### src/hdl/tle_pkg.sv
// Shared types and constants for the terminal line editor.
// Used by the front classifier, the command queue and the back sequencer.
package tle_pkg;

    // Character codes
    localparam logic [7:0] CH_CR    = 8'h0D;
    localparam logic [7:0] CH_LF    = 8'h0A;
    localparam logic [7:0] CH_BS    = 8'h08;
    localparam logic [7:0] CH_DEL   = 8'h7F;
    localparam logic [7:0] CH_SPACE = 8'h20;
    localparam logic [7:0] CH_TILDE = 8'h7E;
    localparam logic [7:0] CH_STAR  = 8'h2A;

    // Configuration register indexes
    localparam logic CFG_MAX_LENGTH = 1'b0;
    localparam logic CFG_ECHO_MODE  = 1'b1;

    // Echo modes
    localparam logic [1:0] ECHO_CHAR = 2'd0;
    localparam logic [1:0] ECHO_STAR = 2'd1;

    // Widths of the configuration registers and of a line position
    localparam int MAXLEN_W = 6;
    localparam int MODE_W   = 2;
    localparam int POS_W    = 6;
    localparam int LEN_W    = 5;

    // Command queue depth
    localparam int QDEPTH = 4;

    typedef enum logic [1:0] {
        CMD_CHAR  = 2'd0,
        CMD_BS    = 2'd1,
        CMD_ENTER = 2'd2
    } cmd_kind_t;

    // One command from front to back
    typedef struct packed {
        cmd_kind_t        kind;
        logic             echo_en;   // emit an echo for a character or backspace command
        logic             echo_star; // echo '*' in place of the character
        logic [7:0]       data;      // received character
        logic [POS_W-1:0] pos;       // store slot, or line length on enter
    } tle_cmd_t;

endpackage

### src/hdl/tle_front.sv
// Front classifier: accepts received bytes, tracks the line index and
// issues edit commands. Depends on tle_pkg.
module tle_front
    import tle_pkg::*;
#(
    parameter int LINE_CAPACITY = 32
) (
    input  logic                aclk,
    input  logic                aresetn,
    input  logic                s_tvalid,
    output logic                s_tready,
    input  logic [7:0]          s_tdata,
    input  logic [MAXLEN_W-1:0] max_length,
    input  logic [MODE_W-1:0]   echo_mode,
    input  logic                q_full,
    output logic                push,
    output tle_cmd_t            cmd
);

    localparam int IW = $clog2(LINE_CAPACITY);
    localparam logic [POS_W-1:0] CAP_LIM = POS_W'(LINE_CAPACITY - 1);

    logic [IW-1:0]    widx_reg, widx_next;
    logic [POS_W-1:0] lim_raw, lim, widx_ext;
    logic             accept, silent;
    logic             is_enter, is_bs, is_print;

    assign s_tready = !q_full;
    assign accept   = s_tvalid && s_tready;
    assign silent   = (echo_mode != ECHO_CHAR) && (echo_mode != ECHO_STAR);
    assign widx_ext = POS_W'(widx_reg);

    // Character limit from the buffer size, clipped to the store
    assign lim_raw = (max_length == '0) ? '0 : POS_W'(max_length - MAXLEN_W'(1));
    assign lim     = (lim_raw > CAP_LIM) ? CAP_LIM : lim_raw;

    assign is_enter = (s_tdata == CH_CR) || (s_tdata == CH_LF);
    assign is_bs    = (s_tdata == CH_BS) || (s_tdata == CH_DEL);
    assign is_print = (s_tdata >= CH_SPACE) && (s_tdata <= CH_TILDE);

    // Classify the byte and build the command
    always_comb begin
        widx_next     = widx_reg;
        push          = 1'b0;
        cmd.kind      = CMD_CHAR;
        cmd.echo_en   = 1'b0;
        cmd.echo_star = (echo_mode == ECHO_STAR);
        cmd.data      = s_tdata;
        cmd.pos       = widx_ext;
        if (accept) begin
            priority if (is_enter) begin
                cmd.kind  = CMD_ENTER;
                push      = 1'b1;
                widx_next = '0;
            end else if (is_bs) begin
                if (widx_reg != '0) begin
                    cmd.kind    = CMD_BS;
                    cmd.echo_en = !silent;
                    push        = !silent;
                    widx_next   = widx_reg - IW'(1);
                end
            end else if (is_print && (widx_ext < lim)) begin
                cmd.kind    = CMD_CHAR;
                cmd.echo_en = !silent;
                push        = 1'b1;
                widx_next   = widx_reg + IW'(1);
            end
        end
    end

    always_ff @(posedge aclk) begin
        if (!aresetn) begin
            widx_reg <= '0;
        end else begin
            widx_reg <= widx_next;
        end
    end

endmodule

### src/hdl/tle_queue.sv
// Short first-word-fall-through queue of edit commands between front
// and back. Depends on tle_pkg.
module tle_queue
    import tle_pkg::*;
(
    input  logic     aclk,
    input  logic     aresetn,
    input  logic     push,
    input  tle_cmd_t push_cmd,
    input  logic     pop,
    output tle_cmd_t head,
    output logic     full,
    output logic     empty
);

    localparam int PW = $clog2(QDEPTH);

    tle_cmd_t        slots_reg [QDEPTH];
    logic [PW-1:0]   wptr_reg, rptr_reg;
    logic [PW:0]     count_reg;

    assign full  = (count_reg == (PW + 1)'(QDEPTH));
    assign empty = (count_reg == '0);
    assign head  = slots_reg[rptr_reg];

    // Store pushed commands
    always_ff @(posedge aclk) begin
        if (push) begin
            slots_reg[wptr_reg] <= push_cmd;
        end
    end

    // Advance pointers and count
    always_ff @(posedge aclk) begin
        if (!aresetn) begin
            wptr_reg  <= '0;
            rptr_reg  <= '0;
            count_reg <= '0;
        end else begin
            if (push) begin
                wptr_reg <= wptr_reg + PW'(1);
            end
            if (pop) begin
                rptr_reg <= rptr_reg + PW'(1);
            end
            if (push && !pop) begin
                count_reg <= count_reg + (PW + 1)'(1);
            end else if (pop && !push) begin
                count_reg <= count_reg - (PW + 1)'(1);
            end
        end
    end

endmodule

### src/hdl/tle_back.sv
// Back sequencer: executes edit commands, owns the line store and drives
// the registered result channel. Depends on tle_pkg.
module tle_back
    import tle_pkg::*;
#(
    parameter int LINE_CAPACITY = 32
) (
    input  logic             aclk,
    input  logic             aresetn,
    input  tle_cmd_t         head,
    input  logic             q_empty,
    output logic             pop,
    output logic             m_tvalid,
    input  logic             m_tready,
    output logic [7:0]       out_byte,
    output logic             to_terminal,
    output logic             line_done,
    output logic [LEN_W-1:0] line_length,
    output logic             out_last
);

    localparam int IW = $clog2(LINE_CAPACITY);

    typedef enum logic [3:0] {
        B_IDLE, B_CHAR, B_BS1, B_BS2, B_BS3, B_CR, B_LF, B_RD, B_LN
    } state_t;

    state_t           state_reg;
    tle_cmd_t         cmd_reg;
    logic [IW-1:0]    ptr_reg;
    logic [6:0]       line_mem [LINE_CAPACITY];
    logic [6:0]       rd_data_reg;
    logic             out_valid_reg;
    logic [7:0]       out_byte_reg;
    logic             term_reg, done_reg, last_reg;
    logic [LEN_W-1:0] len_reg;
    logic             slot_free;
    logic [IW-1:0]    len_iw;

    assign pop       = (state_reg == B_IDLE) && !q_empty;
    assign slot_free = !out_valid_reg || m_tready;
    assign len_iw    = cmd_reg.pos[IW-1:0];

    assign m_tvalid    = out_valid_reg;
    assign out_byte    = out_byte_reg;
    assign to_terminal = term_reg;
    assign line_done   = done_reg;
    assign line_length = len_reg;
    assign out_last    = last_reg;

    // Line store: write on a character command, read during the dump
    always_ff @(posedge aclk) begin
        if (pop && (head.kind == CMD_CHAR)) begin
            line_mem[head.pos[IW-1:0]] <= head.data[6:0];
        end
        if (state_reg == B_RD) begin
            rd_data_reg <= line_mem[ptr_reg];
        end
    end

    // Sequencer and output register
    always_ff @(posedge aclk) begin
        if (!aresetn) begin
            state_reg     <= B_IDLE;
            out_valid_reg <= 1'b0;
            ptr_reg       <= '0;
        end else begin
            if (out_valid_reg && m_tready) begin
                out_valid_reg <= 1'b0;
            end
            unique case (state_reg)
                B_IDLE: begin
                    if (pop) begin
                        cmd_reg <= head;
                        unique case (head.kind)
                            CMD_CHAR:  state_reg <= head.echo_en ? B_CHAR : B_IDLE;
                            CMD_BS:    state_reg <= head.echo_en ? B_BS1 : B_IDLE;
                            CMD_ENTER: state_reg <= B_CR;
                            default:   state_reg <= B_IDLE;
                        endcase
                    end
                end
                B_CHAR, B_BS1, B_BS2, B_BS3, B_CR: begin
                    if (slot_free) begin
                        out_valid_reg <= 1'b1;
                        term_reg      <= 1'b1;
                        done_reg      <= 1'b0;
                        len_reg       <= '0;
                        last_reg      <= 1'b0;
                        unique case (state_reg)
                            B_CHAR: begin
                                out_byte_reg <= cmd_reg.echo_star ? CH_STAR : cmd_reg.data;
                                last_reg     <= 1'b1;
                                state_reg    <= B_IDLE;
                            end
                            B_BS1: begin
                                out_byte_reg <= CH_BS;
                                state_reg    <= B_BS2;
                            end
                            B_BS2: begin
                                out_byte_reg <= CH_SPACE;
                                state_reg    <= B_BS3;
                            end
                            B_BS3: begin
                                out_byte_reg <= CH_BS;
                                last_reg     <= 1'b1;
                                state_reg    <= B_IDLE;
                            end
                            default: begin
                                out_byte_reg <= CH_CR;
                                state_reg    <= B_LF;
                            end
                        endcase
                    end
                end
                B_LF: begin
                    if (slot_free) begin
                        out_valid_reg <= 1'b1;
                        out_byte_reg  <= CH_LF;
                        term_reg      <= 1'b1;
                        len_reg       <= '0;
                        ptr_reg       <= '0;
                        // Empty line ends on the LF
                        if (cmd_reg.pos == '0) begin
                            done_reg  <= 1'b1;
                            last_reg  <= 1'b1;
                            state_reg <= B_IDLE;
                        end else begin
                            done_reg  <= 1'b0;
                            last_reg  <= 1'b0;
                            state_reg <= B_RD;
                        end
                    end
                end
                B_RD: begin
                    state_reg <= B_LN;
                end
                B_LN: begin
                    if (slot_free) begin
                        out_valid_reg <= 1'b1;
                        out_byte_reg  <= {1'b0, rd_data_reg};
                        term_reg      <= 1'b0;
                        if (ptr_reg == len_iw - IW'(1)) begin
                            done_reg  <= 1'b1;
                            last_reg  <= 1'b1;
                            len_reg   <= cmd_reg.pos[LEN_W-1:0];
                            state_reg <= B_IDLE;
                        end else begin
                            done_reg  <= 1'b0;
                            last_reg  <= 1'b0;
                            len_reg   <= '0;
                            ptr_reg   <= ptr_reg + IW'(1);
                            state_reg <= B_RD;
                        end
                    end
                end
                default: state_reg <= B_IDLE;
            endcase
        end
    end

endmodule

### src/hdl/terminal_line_editor_core.sv
// Top level of the terminal line editor: configuration registers, front
// classifier, command queue and back sequencer. Depends on tle_pkg.
//
//  channel  | direction | transfer                | payload
//  ---------+-----------+-------------------------+-------------------------------
//  s_       | in        | s_tvalid && s_tready    | tdata: rx_byte
//  m_       | out       | m_tvalid && m_tready    | tdata/tuser/tlast, see ports
//  cfg_     | in        | cfg_we                  | cfg_index, cfg_wdata
//
// A byte is classified in the cycle it is taken; the back sequencer pops
// a command, then loads each echo byte, and on enter loads CR and LF and
// then, for each stored character, reads the store and loads the output
// (a full line has 31 characters). The four-entry command queue sets how
// far the input runs ahead. Reset clears the line index, queue and output
// register; the line store needs no clearing. A stalled result holds in
// the output register while the front keeps taking bytes until the queue
// fills.
module terminal_line_editor_core
    import tle_pkg::*;
#(
    parameter int LINE_CAPACITY = 32
) (
    input  logic                aclk,
    input  logic                aresetn,
    input  logic                s_tvalid,
    output logic                s_tready,
    input  logic [7:0]          s_tdata,   // [7:0] rx_byte
    output logic                m_tvalid,
    input  logic                m_tready,
    output logic [15:0]         m_tdata,   // [7:0] out_byte, [8] line_done,
                                           // [13:9] line_length, [15:14] zero
    output logic                m_tuser,   // [0] to_terminal
    output logic                m_tlast,
    input  logic                cfg_we,
    input  logic                cfg_index,
    input  logic [MAXLEN_W-1:0] cfg_wdata
);

    logic [MAXLEN_W-1:0] max_length_reg;
    logic [MODE_W-1:0]   echo_mode_reg;
    logic                push, pop, q_full, q_empty;
    tle_cmd_t            push_cmd, head;
    logic [7:0]          out_byte;
    logic                line_done;
    logic [LEN_W-1:0]    line_length;

    // Configuration writes
    always_ff @(posedge aclk) begin
        if (!aresetn) begin
            max_length_reg <= MAXLEN_W'(32);
            echo_mode_reg  <= ECHO_CHAR;
        end else if (cfg_we) begin
            unique case (cfg_index)
                CFG_MAX_LENGTH: max_length_reg <= cfg_wdata;
                CFG_ECHO_MODE:  echo_mode_reg  <= cfg_wdata[MODE_W-1:0];
                default:        ;
            endcase
        end
    end

    tle_front #(
        .LINE_CAPACITY(LINE_CAPACITY)
    ) u_front (
        .aclk       (aclk),
        .aresetn    (aresetn),
        .s_tvalid   (s_tvalid),
        .s_tready   (s_tready),
        .s_tdata    (s_tdata),
        .max_length (max_length_reg),
        .echo_mode  (echo_mode_reg),
        .q_full     (q_full),
        .push       (push),
        .cmd        (push_cmd)
    );

    tle_queue u_queue (
        .aclk     (aclk),
        .aresetn  (aresetn),
        .push     (push),
        .push_cmd (push_cmd),
        .pop      (pop),
        .head     (head),
        .full     (q_full),
        .empty    (q_empty)
    );

    tle_back #(
        .LINE_CAPACITY(LINE_CAPACITY)
    ) u_back (
        .aclk        (aclk),
        .aresetn     (aresetn),
        .head        (head),
        .q_empty     (q_empty),
        .pop         (pop),
        .m_tvalid    (m_tvalid),
        .m_tready    (m_tready),
        .out_byte    (out_byte),
        .to_terminal (m_tuser),
        .line_done   (line_done),
        .line_length (line_length),
        .out_last    (m_tlast)
    );

    // Pack the result fields
    assign m_tdata = {2'b00, line_length, line_done, out_byte};

endmodule

### config.mk
export PLATFORM = sky130hd
export DESIGN_NAME = terminal_line_editor_core
export DESIGN_NICKNAME = d
export VERILOG_FILES = /design/src/hdl/tle_pkg.sv /design/src/hdl/tle_front.sv /design/src/hdl/tle_queue.sv /design/src/hdl/tle_back.sv /design/src/hdl/terminal_line_editor_core.sv
export SDC_FILE = /design/constraint.sdc
export NUM_CORES = 1
export LEC_CHECK = 0
export BUFFER_PORTS_ARGS = -buffer_cell sky130_fd_sc_hd__buf_2
export CORE_ASPECT_RATIO = 0.9
export CORE_MARGIN = 2
export CORE_UTILIZATION = 53
export CTS_BUF_LIST = sky130_fd_sc_hd__clkbuf_4 sky130_fd_sc_hd__clkbuf_8 sky130_fd_sc_hd__clkbuf_16
export DETAILED_ROUTE_END_ITERATION = 10
export GPL_TIMING_DRIVEN = 0
export PLACE_DENSITY_LB_ADDON = 0.3
export SLEW_MARGIN = 0
export SYNTH_ARGS = -nofsm -noshare
export SYNTH_HDL_FRONTEND = slang
export SYNTH_HIERARCHICAL = 1
export SYNTH_SLANG_ARGS = --single-unit
### constraint.sdc
create_clock -name aclk -period 5.25 [get_ports aclk]
set_input_delay 0.2625 -clock aclk [delete_from_list [all_inputs] [get_ports aclk]]
set_output_delay 0.2625 -clock aclk [all_outputs]
set_load 0.02 [all_outputs]
[Yosys cells after proc, flatten, opt, wreduce, memory -nomap -nowiden]
Memory sizes are Yosys's and may differ from the RTL's. A register that Yosys moved wholly into a read port is not among the register bits.
Cells that the tools add are included.
W data, S select, Z words.
Cells by class
  multiplexer cells: 63
  reductions and logical operators: 43
  $add $sub $neg: 9
  bitwise logic cells: 1
  equal/unequal tests: 25
  order comparisons: 4
Operators with widths (number)
  $pmux W8 S3: 2
  $mux W5: 9
  $mux W8: 4
  $eq A8 B4 Y1 const B: 3
  $mux W1: 23
  $pmux W4 S5: 1
  $pmux W5 S2: 2
  $mux W3: 6
  $eq A4 B3 Y1 const B: 4
  $mux W4: 4
  $logic_not A6 Y1: 2
  $mux W6: 2
  $ne A2 B1 Y1 const B: 6
  $pmux W4 S3: 1
  $reduce_and A4 Y1: 3
  $add A5 B1 Y5 const B: 2
  $mux W2: 5
  $sub A5 B1 Y5 const B: 2
  $logic_and A1 B1 Y1: 9
  $pmux W3 S3: 1
  $eq A4 B2 Y1 const B: 2
  $eq A8 B7 Y1 const B: 1
  $ge A8 B6 Y1 const B: 1
  $le A8 B7 Y1 const B: 1
  other kinds (32): 49
Word-level totals
  register bits after elaboration: 61
  RAM bits: 292
  input port bits: 20
  memories: 2
  word-level logic and storage cells: 164
Memory list
  u_back.line_mem: depth 32, bits a word 7, rd ports 1, clocked after Yosys merged registers in 1, write ports 1, RTL line tle_back.sv:31  | logic [6:0] line_mem [LINE_CAPACITY];
  u_queue.slots_reg: depth 4, bits a word 17, rd ports 1, clocked after Yosys merged registers in 1, write ports 1, RTL line tle_queue.sv:18  | tle_cmd_t slots_reg [QDEPTH];

[Longest topological paths before layout]
Gate-level depths: netlist of the first run.
  depth after elaboration: 14
  gate-level depth with buffers: 17
  mapped depth without buffers: 17

[Hierarchy]
The synthesis of the first run kept the hierarchy.
Modules (own cells, without submodules)
  tle_back: area an instance 10871.7 sq um, cells an instance 552, instances 1, seq. area each 8067.7 sq um
  tle_queue: area an instance 3084.2 sq um, cells an instance 137, instances 1, seq. area each 2342.2 sq um
  tle_front: area an instance 848.3 sq um, cells an instance 101, instances 1, seq. area each 100.1 sq um
  terminal_line_editor_core: area an instance 356.6 sq um, cells an instance 38, instances 1, seq. area each 160.2 sq um

[Least setup slack after synthesis of the first run]
Ideal clock, no wire load.
  path kind: reg2reg
  start: register max_length_reg[2]
  end: register u_queue.count_reg[2]
  buffers on the path: 0
  stages on the path, launching flop included: 17
  setup slack: 1.176 ns
  arrival time: 3.998 ns
  data required time: 5.174 ns
  cells stage by stage: dfxtp_1 -> or3_1 -> nor3_1 -> xor2_1 -> a211o_1 -> o41ai_1 -> ha_1 -> a2111oi_4 -> o211ai_2 -> a31oi_4 -> a21boi_1 -> ha_1 -> inv_1 -> fa_1 -> xor2_1 -> or3_1 -> a21boi_0
On the way
  cells in the longest elaborated chain, start to end: 13
  elaborated cells on any way between the ends: 16
  those cells by class: add/sub (1); order compare (2); mux (7); reduce/logical (6)
RTL lines
  start, declared: RTL line terminal_line_editor_core.sv:39  | logic [MAXLEN_W-1:0] max_length_reg;
  start signal, assigned: RTL line terminal_line_editor_core.sv:54  | CFG_MAX_LENGTH: max_length_reg <= cfg_wdata;
  $sub A6 B1 Y6 / $logic_not A6 Y1 (equally long branches): RTL line tle_front.sv:34  | assign lim_raw = (max_length == '0) ? '0 : POS_W'(max_length - MAXLEN_W'(1));
  $mux W6 (*): RTL line tle_front.sv:34
  $gt A6 B5 Y1: RTL line tle_front.sv:35  | assign lim = (lim_raw > CAP_LIM) ? CAP_LIM : lim_raw;
  $mux W6 (*): RTL line tle_front.sv:35
  $lt A5 B6 Y1 (*): RTL line tle_front.sv:62  | end else if (is_print && (widx_ext < lim)) begin
  $logic_and A1 B1 Y1 (*): RTL line tle_front.sv:62
  $mux W1 (*): RTL line tle_front.sv:62
  $mux W1 (*): RTL line tle_front.sv:55  | end else if (is_bs) begin
  $mux W1 (*): RTL line tle_front.sv:51  | priority if (is_enter) begin
  $mux W1 (*): RTL line tle_front.sv:50  | if (accept) begin
  via push: RTL line terminal_line_editor_core.sv:41  | logic push, pop, q_full, q_empty;
  $logic_not A1 Y1: RTL line tle_queue.sv:48  | end else if (pop && !push) begin
  $logic_and A1 B1 Y1: RTL line tle_queue.sv:48
  $reduce_bool A2 Y1 (no line)
  end signal, assigned: RTL line tle_queue.sv:47  | count_reg <= count_reg + (PW + 1)'(1);
  end signal, assigned: RTL line tle_queue.sv:49  | count_reg <= count_reg - (PW + 1)'(1);
  end, declared: RTL line tle_queue.sv:20  | logic [PW:0] count_reg;
The timed path passes the listed nets; every way through them passes the cells marked *.
A chain may end at the register's enable or synchronous reset.

[Worst setup path after layout of the first run]
Ends and elaborated chain as after synthesis.

==> flow_metrics.env, run 1 <==
export IMPL_num_fill_cells=1992
export IMPL_timing_hold_ws_ps=18.5
export IMPL_crit_path_max_incr_delay_ps=630
export IMPL_slowest_stage="a21boi_1"
export IMPL_rows=58
export IMPL_largest_register_ffs=224
export IMPL_worstMarginPinSlew_ps=1250
export IMPL_clkTransAtPathRegs_ps=60
export IMPL_dp_cells=1227
export IMPL_crit_path_end_kind="flop"
export IMPL_period_needed_ps=4690
export IMPL_pwr_share_clk=0.368
export IMPL_route_detailed_drc=0
export IMPL_ys_ff_latch=366
export IMPL_ys_warn_count=6
export IMPL_power_density_mw_per_mm2=432
export IMPL_p_leak_nw=5.65
export IMPL_die_h_um=164
export IMPL_synthToLayoutAreaGrowth_pct=13.0
export IMPL_p_sw_frac=0.250
export IMPL_cts_root_buf="clkbuf_16"
export IMPL_final_setup_tns_ps=0
export IMPL_startpoint_type="flop"
export IMPL_drv_slew=0
export IMPL_hp_class="in2reg"
export IMPL_synth_top_cell_area_share=0.662
export IMPL_grt_max_degree=34
export IMPL_cp_data_required_time_ps=5690
export IMPL_p_seq_frac=0.488
export IMPL_grt_pass1_wl_mm=45.2
export IMPL_grt_pass1_vias=7600
export IMPL_io_pins=40
export IMPL_status="finished clean"
export IMPL_io_buffer_count=37
export IMPL_rsz0062_at_grt="false"
export IMPL_via_per_inst=5.90
export IMPL_initial_core_util=0.541
export IMPL_power_internal_mw=5.55
export IMPL_num_antenna_cells=0
export IMPL_slew_headroom=0.161
export IMPL_cts_max_path_buffers=3
export IMPL_grt_total_usage=0.204
export IMPL_cts_resized_gates=0
export IMPL_vias=7673
export IMPL_antenna_found_initial=0
export IMPL_clock_fmax_mhz=213
export IMPL_drt_iter0_markers=765
export IMPL_drive_gt1_frac=0.250
export IMPL_die_w_um=182
export IMPL_critPathTopFamily="compound AO/OA/AOI/OAI gates"
export IMPL_cts_sinks=366
export IMPL_cts_inserted_buffers=38
export IMPL_yosysTopAreaCell="edfxtp_1"
export IMPL_ys_types=73
export IMPL_drt_wl_total_mm=29.3
export IMPL_setup_viol=0
export IMPL_crit_arrival_ps=5140
export IMPL_final_util=0.612
export IMPL_skew_ps=16.4
export IMPL_h_tree_depth=2
export IMPL_die_area_mm2=0.0300
export IMPL_first_pass_iters=5
export IMPL_fin_cells=1300
export IMPL_ant_nets=0
export IMPL_yosysMostFrequentCell="edfxtp_1"
export IMPL_p_sw_mw=1.85
export IMPL_path_class="reg2reg"
export IMPL_synthTopCellsByArea="edfxtp_1, mux4_2, dfxtp_1, ha_1, mux4_1"
export IMPL_grt_overflow_total=0
export IMPL_synth_common_cells="edfxtp_1, mux4_2, nor2_1, nand2_1, dfxtp_1"
export IMPL_cap_viol_max_count=0
export IMPL_synth_area_mm2=0.0152
export IMPL_crit_path_max_fanout=7
export IMPL_design_core_area_mm2=0.0280
export IMPL_finalWeightedCongestion=0.826
export IMPL_syn_inst=828
export IMPL_period_share=0.894
export IMPL_clock_latency_ps=520
export IMPL_synthArstFlopShare=0
export IMPL_finalHoldViolations=0
export IMPL_vdd_drop_max_mv=0.227
export IMPL_nets=949
export IMPL_path_cells="or3_1 > nor3_1 > xor2_1 > o21ai_0 > ha_1 > a21o_1 > a2111oi_4 > o211ai_2 > a31oi_4 > a21boi_1 > ha_1 > inv_1 > fa_1 > xor2_1 > or3_1 > a21boi_0"
export IMPL_synth_edf_count=334
export IMPL_path_buf_inv=1
export IMPL_cts_tree="built"
export IMPL_rrSetupSlack_ps=560
export IMPL_hpwl_mm=18.9
export IMPL_wl_per_cell_um=22.5
export IMPL_syn_avg_cell_area_um2=18.3
export IMPL_seq_area_frac_synth=0.704
export IMPL_synth_ff_type="edfxtp_1"
export IMPL_combPwrFrac=0.144
[cell type report]
cell class | count | area, µm² | share of cell area
Sequential cell | 366 | 10700 | 0.623
Multi-Input combinational cell | 397 | 4130 | 0.241
Clock buffer | 45 | 1070 | 0.0623
Tap cell | 360 | 450 | 0.0263
Buffer | 46 | 292 | 0.0170
Timing Repair Buffer | 41 | 226 | 0.0132
Clock inverter | 25 | 224 | 0.0131
Inverter | 20 | 75.1 | 0.00438
[power groups by stage]
stage          sequential, mW  clock (mW)  combinational, mW
5_1_grt                  3.62        2.89               1.18
3_3_place_gp             3.67           0               1.03
2_1_floorplan            3.68           0              0.700
3_5_place_dp             3.67           0               1.07
4_1_cts                  3.61        2.77               1.08
6_report                 3.61        2.72               1.07
[layer usage]
metal  wire length [µm]  vias up  part of all wire  track usage
met5                  0        -                 0            0
met4                804        0             0.027       0.0620
met1              13400     3888              0.46        0.307
met3               1720       60             0.059       0.0293
li1                   -     3462                 -            -
met2              13400      263              0.46        0.314
[placed cells by master (no fill, tap or decap), drive strengths merged, types with 15 or more instances in the layout]
cell	count
edfxtp	334
mux4	88
buf	69
clkbuf	60
nor2	52
nand2	35
dfxtp	32
inv	21
clkinv	19
and2	17
ha	17
a21oi	16
nor3	15
[metrics by stage]
step / total power, mW / setup WS [ps] / area [µm²]
final: 7.40 / 558 / 17100
after CTS: 7.46 / 572 / 17100
after detailed placement: 4.74 / 597 / 15800
after global placement: 4.70 / 701 / 15800
after floorplan: 4.38 / 1180 / 15200
after global routing: 7.69 / 210 / 17100
[logic make-up after synthesis]
kind of cell	synth area share
xor gates and xnor gates	0.0103
buffers and inverters	0.0242
muxes	0.146
AOI/OAI and AO/OA	0.0384
DFF	0.704
other	0.000495
and+or+nand+nor	0.0602
adders and majority gates	0.0167
[path summary, 6_finish.rpt]
| check | startpoint | endpoint | depth (start not counted) |
|---|---|---|---|
| setup / recovery | max_length_reg[2] | u_queue/count_reg[2] | 16 |
| hold / removal | cfg_wdata[5] | max_length_reg[5] | 3 |
| setup reg to reg | max_length_reg[2] | u_queue/count_reg[2] | 16 |
| hold reg to reg | echo_mode_reg[0] | echo_mode_reg[0] | 2 |
[worst register-to-register path: stages, from the launching register on]
cell	delay (ps)
dfxtp_1	370
or3_1	410
nor3_1	190
xor2_1	260
o21ai_0	140
ha_1	190
a21o_1	200
a2111oi_4	350
o211ai_2	230
a31oi_4	290
a21boi_1	630
ha_1	300
inv_1	60
fa_1	370
xor2_1	170
or3_1	300
a21boi_0	160
[repair_timing]
item	4_1_cts	5_1_grt
buffers inserted	0	0
endpoints found under the setup margin	0	0
endpoints found under the hold margin	3	0
hold buffers	3	0
No activity file was read; power rests on OpenSTA's default activity.
==> run 2, diff against run 1 <==
Settings changed: SYNTH_HIERARCHICAL 1 to unset.
==> flow_metrics.env, run 2 <==
export IMPL_clock_latency_ps=540
export IMPL_vias=7861
export IMPL_rrSetupSlack_ps=1190
export IMPL_yosysMostFrequentCell="edfxtp_1"
export IMPL_synth_compound_area_frac=0.0363
export IMPL_die_h_um=163
export IMPL_skew_ps=29.9
export IMPL_synth_top_cell_area_share=0.665
export IMPL_cts_root_buf="clkbuf_16"
export IMPL_initial_core_util=0.536
export IMPL_io_pins=40
export IMPL_drt_iter0_markers=838
export IMPL_slew_headroom=0.206
export IMPL_mostFrequentLayoutCells="edfxtp_1, mux4_2, nor2_1, buf_2, clkbuf_16"
export IMPL_synthArstFlopShare=0
export IMPL_startpoint_type="flop"
export IMPL_worstMarginPinSlew_ps=1190
export IMPL_syn_inst=839
export IMPL_total_power_mw=7.30
export IMPL_clock_fmax_mhz=247
export IMPL_postCtsSetupRepairBufs=0
export IMPL_grt_pass1_wl_mm=45.3
export IMPL_rows=58
export IMPL_final_util=0.606
export IMPL_synth_fa_ha_area_frac=0.0170
export IMPL_cts_max_path_buffers=3
export IMPL_seq_area_frac_synth=0.708
export IMPL_nets=962
export IMPL_ys_warn_count=0
export IMPL_cap_viol_max_count=0
export IMPL_crit_arrival_ps=4510
export IMPL_final_area_mm2=0.0168
export IMPL_finalWeightedCongestion=0.868
export IMPL_period_share=0.773
export IMPL_finalWorstSetupSlack_ps=1190
export IMPL_seqCellArea_mm2=0.0105
export IMPL_timing_hold_ws_ps=18.9
export IMPL_drv_slew=0
export IMPL_status="finished clean"
export IMPL_synthToLayoutAreaGrowth_pct=13.1
export IMPL_multiInputGateArea_mm2=0.00408
export IMPL_setup_viol=0
export IMPL_synth_area_mm2=0.0149
export IMPL_grt_pass1_vias=7599
export IMPL_final_setup_tns_ps=0
export IMPL_synth_mux_area_frac=0.142
export IMPL_vdd_drop_max_mv=0.307
export IMPL_final_common_cell="edfxtp_1"
export IMPL_synth_ff_type="edfxtp_1"
export IMPL_place_area_mm2=0.0155
export IMPL_grt_total_usage=0.206
export IMPL_die_area_mm2=0.0294
export IMPL_path_class="reg2reg"
export IMPL_rsz0062_at_grt="false"
export IMPL_num_fill_cells=1998
export IMPL_cts_inserted_buffers=36
export IMPL_clkTransAtPathRegs_ps=60
export IMPL_period_needed_ps=4060
export IMPL_cp_data_required_time_ps=5700
export IMPL_ant_nets=0
export IMPL_via_per_inst=6.00
export IMPL_ys_types=66
export IMPL_pre_cts_slack_ps=1240
export IMPL_design_core_area_mm2=0.0277
export IMPL_grt_max_degree=34
export IMPL_hp_class="in2reg"
export IMPL_power_density_mw_per_mm2=435
export IMPL_crit_path_max_fanout=7
export IMPL_yosysTopAreaCell="edfxtp_1"
export IMPL_route_detailed_drc=0
export IMPL_io_buffer_count=37
export IMPL_drt_wl_total_mm=29.7
export IMPL_antenna_found_initial=0
export IMPL_grt_overflow_total=0
export IMPL_syn_avg_cell_area_um2=17.7
export IMPL_synth_common_cells="edfxtp_1, mux4_2, nor2_1, nand2_1, dfxtp_1"
export IMPL_cts_sinks=361
export IMPL_dp_cells=1237
export IMPL_h_tree_depth=2
export IMPL_synth_top_family_by_area="multiplexers"
export IMPL_finalHoldViolations=0
export IMPL_drive_gt1_frac=0.238
export IMPL_synth_xor_area_frac=0.00826
export IMPL_synth_edf_count=329
export IMPL_ys_ff_latch=361
export IMPL_p_leak_nw=5.37
export IMPL_hpwl_mm=19.8
export IMPL_synthTopCellsByArea="edfxtp_1, mux4_2, dfxtp_1, nor2_1, ha_1"
export IMPL_wl_per_cell_um=22.7
export IMPL_crit_path_end_kind="flop"
export IMPL_first_pass_iters=6
export IMPL_cts_tree="built"
export IMPL_fin_cells=1311
export IMPL_num_antenna_cells=0
export IMPL_yosys_area_share_simple=0.0708
export IMPL_largest_register_ffs=224
export IMPL_die_w_um=180
## run 2: final timing paths
check                                        from  cells after the start                   end
worst max-delay path            max_length_reg[0]                     15  u_queue.count_reg[2]
worst min-delay path                       cfg_we                      3      echo_mode_reg[0]
worst max register to register  max_length_reg[0]                     15  u_queue.count_reg[2]
worst min register to register   echo_mode_reg[0]                      2      echo_mode_reg[0]
## run 2: kinds of logic after synthesis
family                     count (synthesis)
other                                      1
DFF                                      361
adders and majority gates                 19
xor gates and xnor gates                  14
AOI/OAI and AO/OA                         82
and+or+nand+nor                          206
buffers and inverters                     55
muxes                                    101
## run 2: worst max-delay path, cell delays in order, from the launching register on
cell       delay, ps
dfxtp_1          320
or3_1            390
a211oi_1         230
a211oi_1          90
ha_1             300
a21o_1           180
a2111oi_0        410
o21a_1           260
nand2_1          130
a31oi_2          360
ha_1             260
inv_1             60
fa_1             370
xor2_1           170
or3_1            300
a21boi_0         160
## run 2: cell type report
class,instances,area share
Inverter,17,0.00380
Clock buffer,50,0.0618
Sequential cell,361,0.626
Clock inverter,16,0.0110
Tap cell,360,0.0268
Multi-Input combinational cell,424,0.243
Timing Repair Buffer,45,0.0158
Buffer,38,0.0113
## run 2: repair_timing
item / CTS / global route
gates resized for setup: 0 / 0
setup endpoints to repair: 0 / 0
hold buffers: 8 / 0
hold endpoints to repair: 16 / 0
## run 2: power by group
group,total (mW),internal (mW),switching [mW]
combinational,1.12,0.342,0.780
sequential,3.57,3.51,0.0659
clock,2.60,1.55,1.06
total,7.30,5.39,1.90
## run 2: metal layers
layer  part of all wire  up-vias  global-route usage
li1                   -     3499                   -
met1               0.45     3992               0.314
met2               0.45      319               0.306
met3              0.076       51              0.0396
met4              0.024        0              0.0601
met5                  0        -                   0
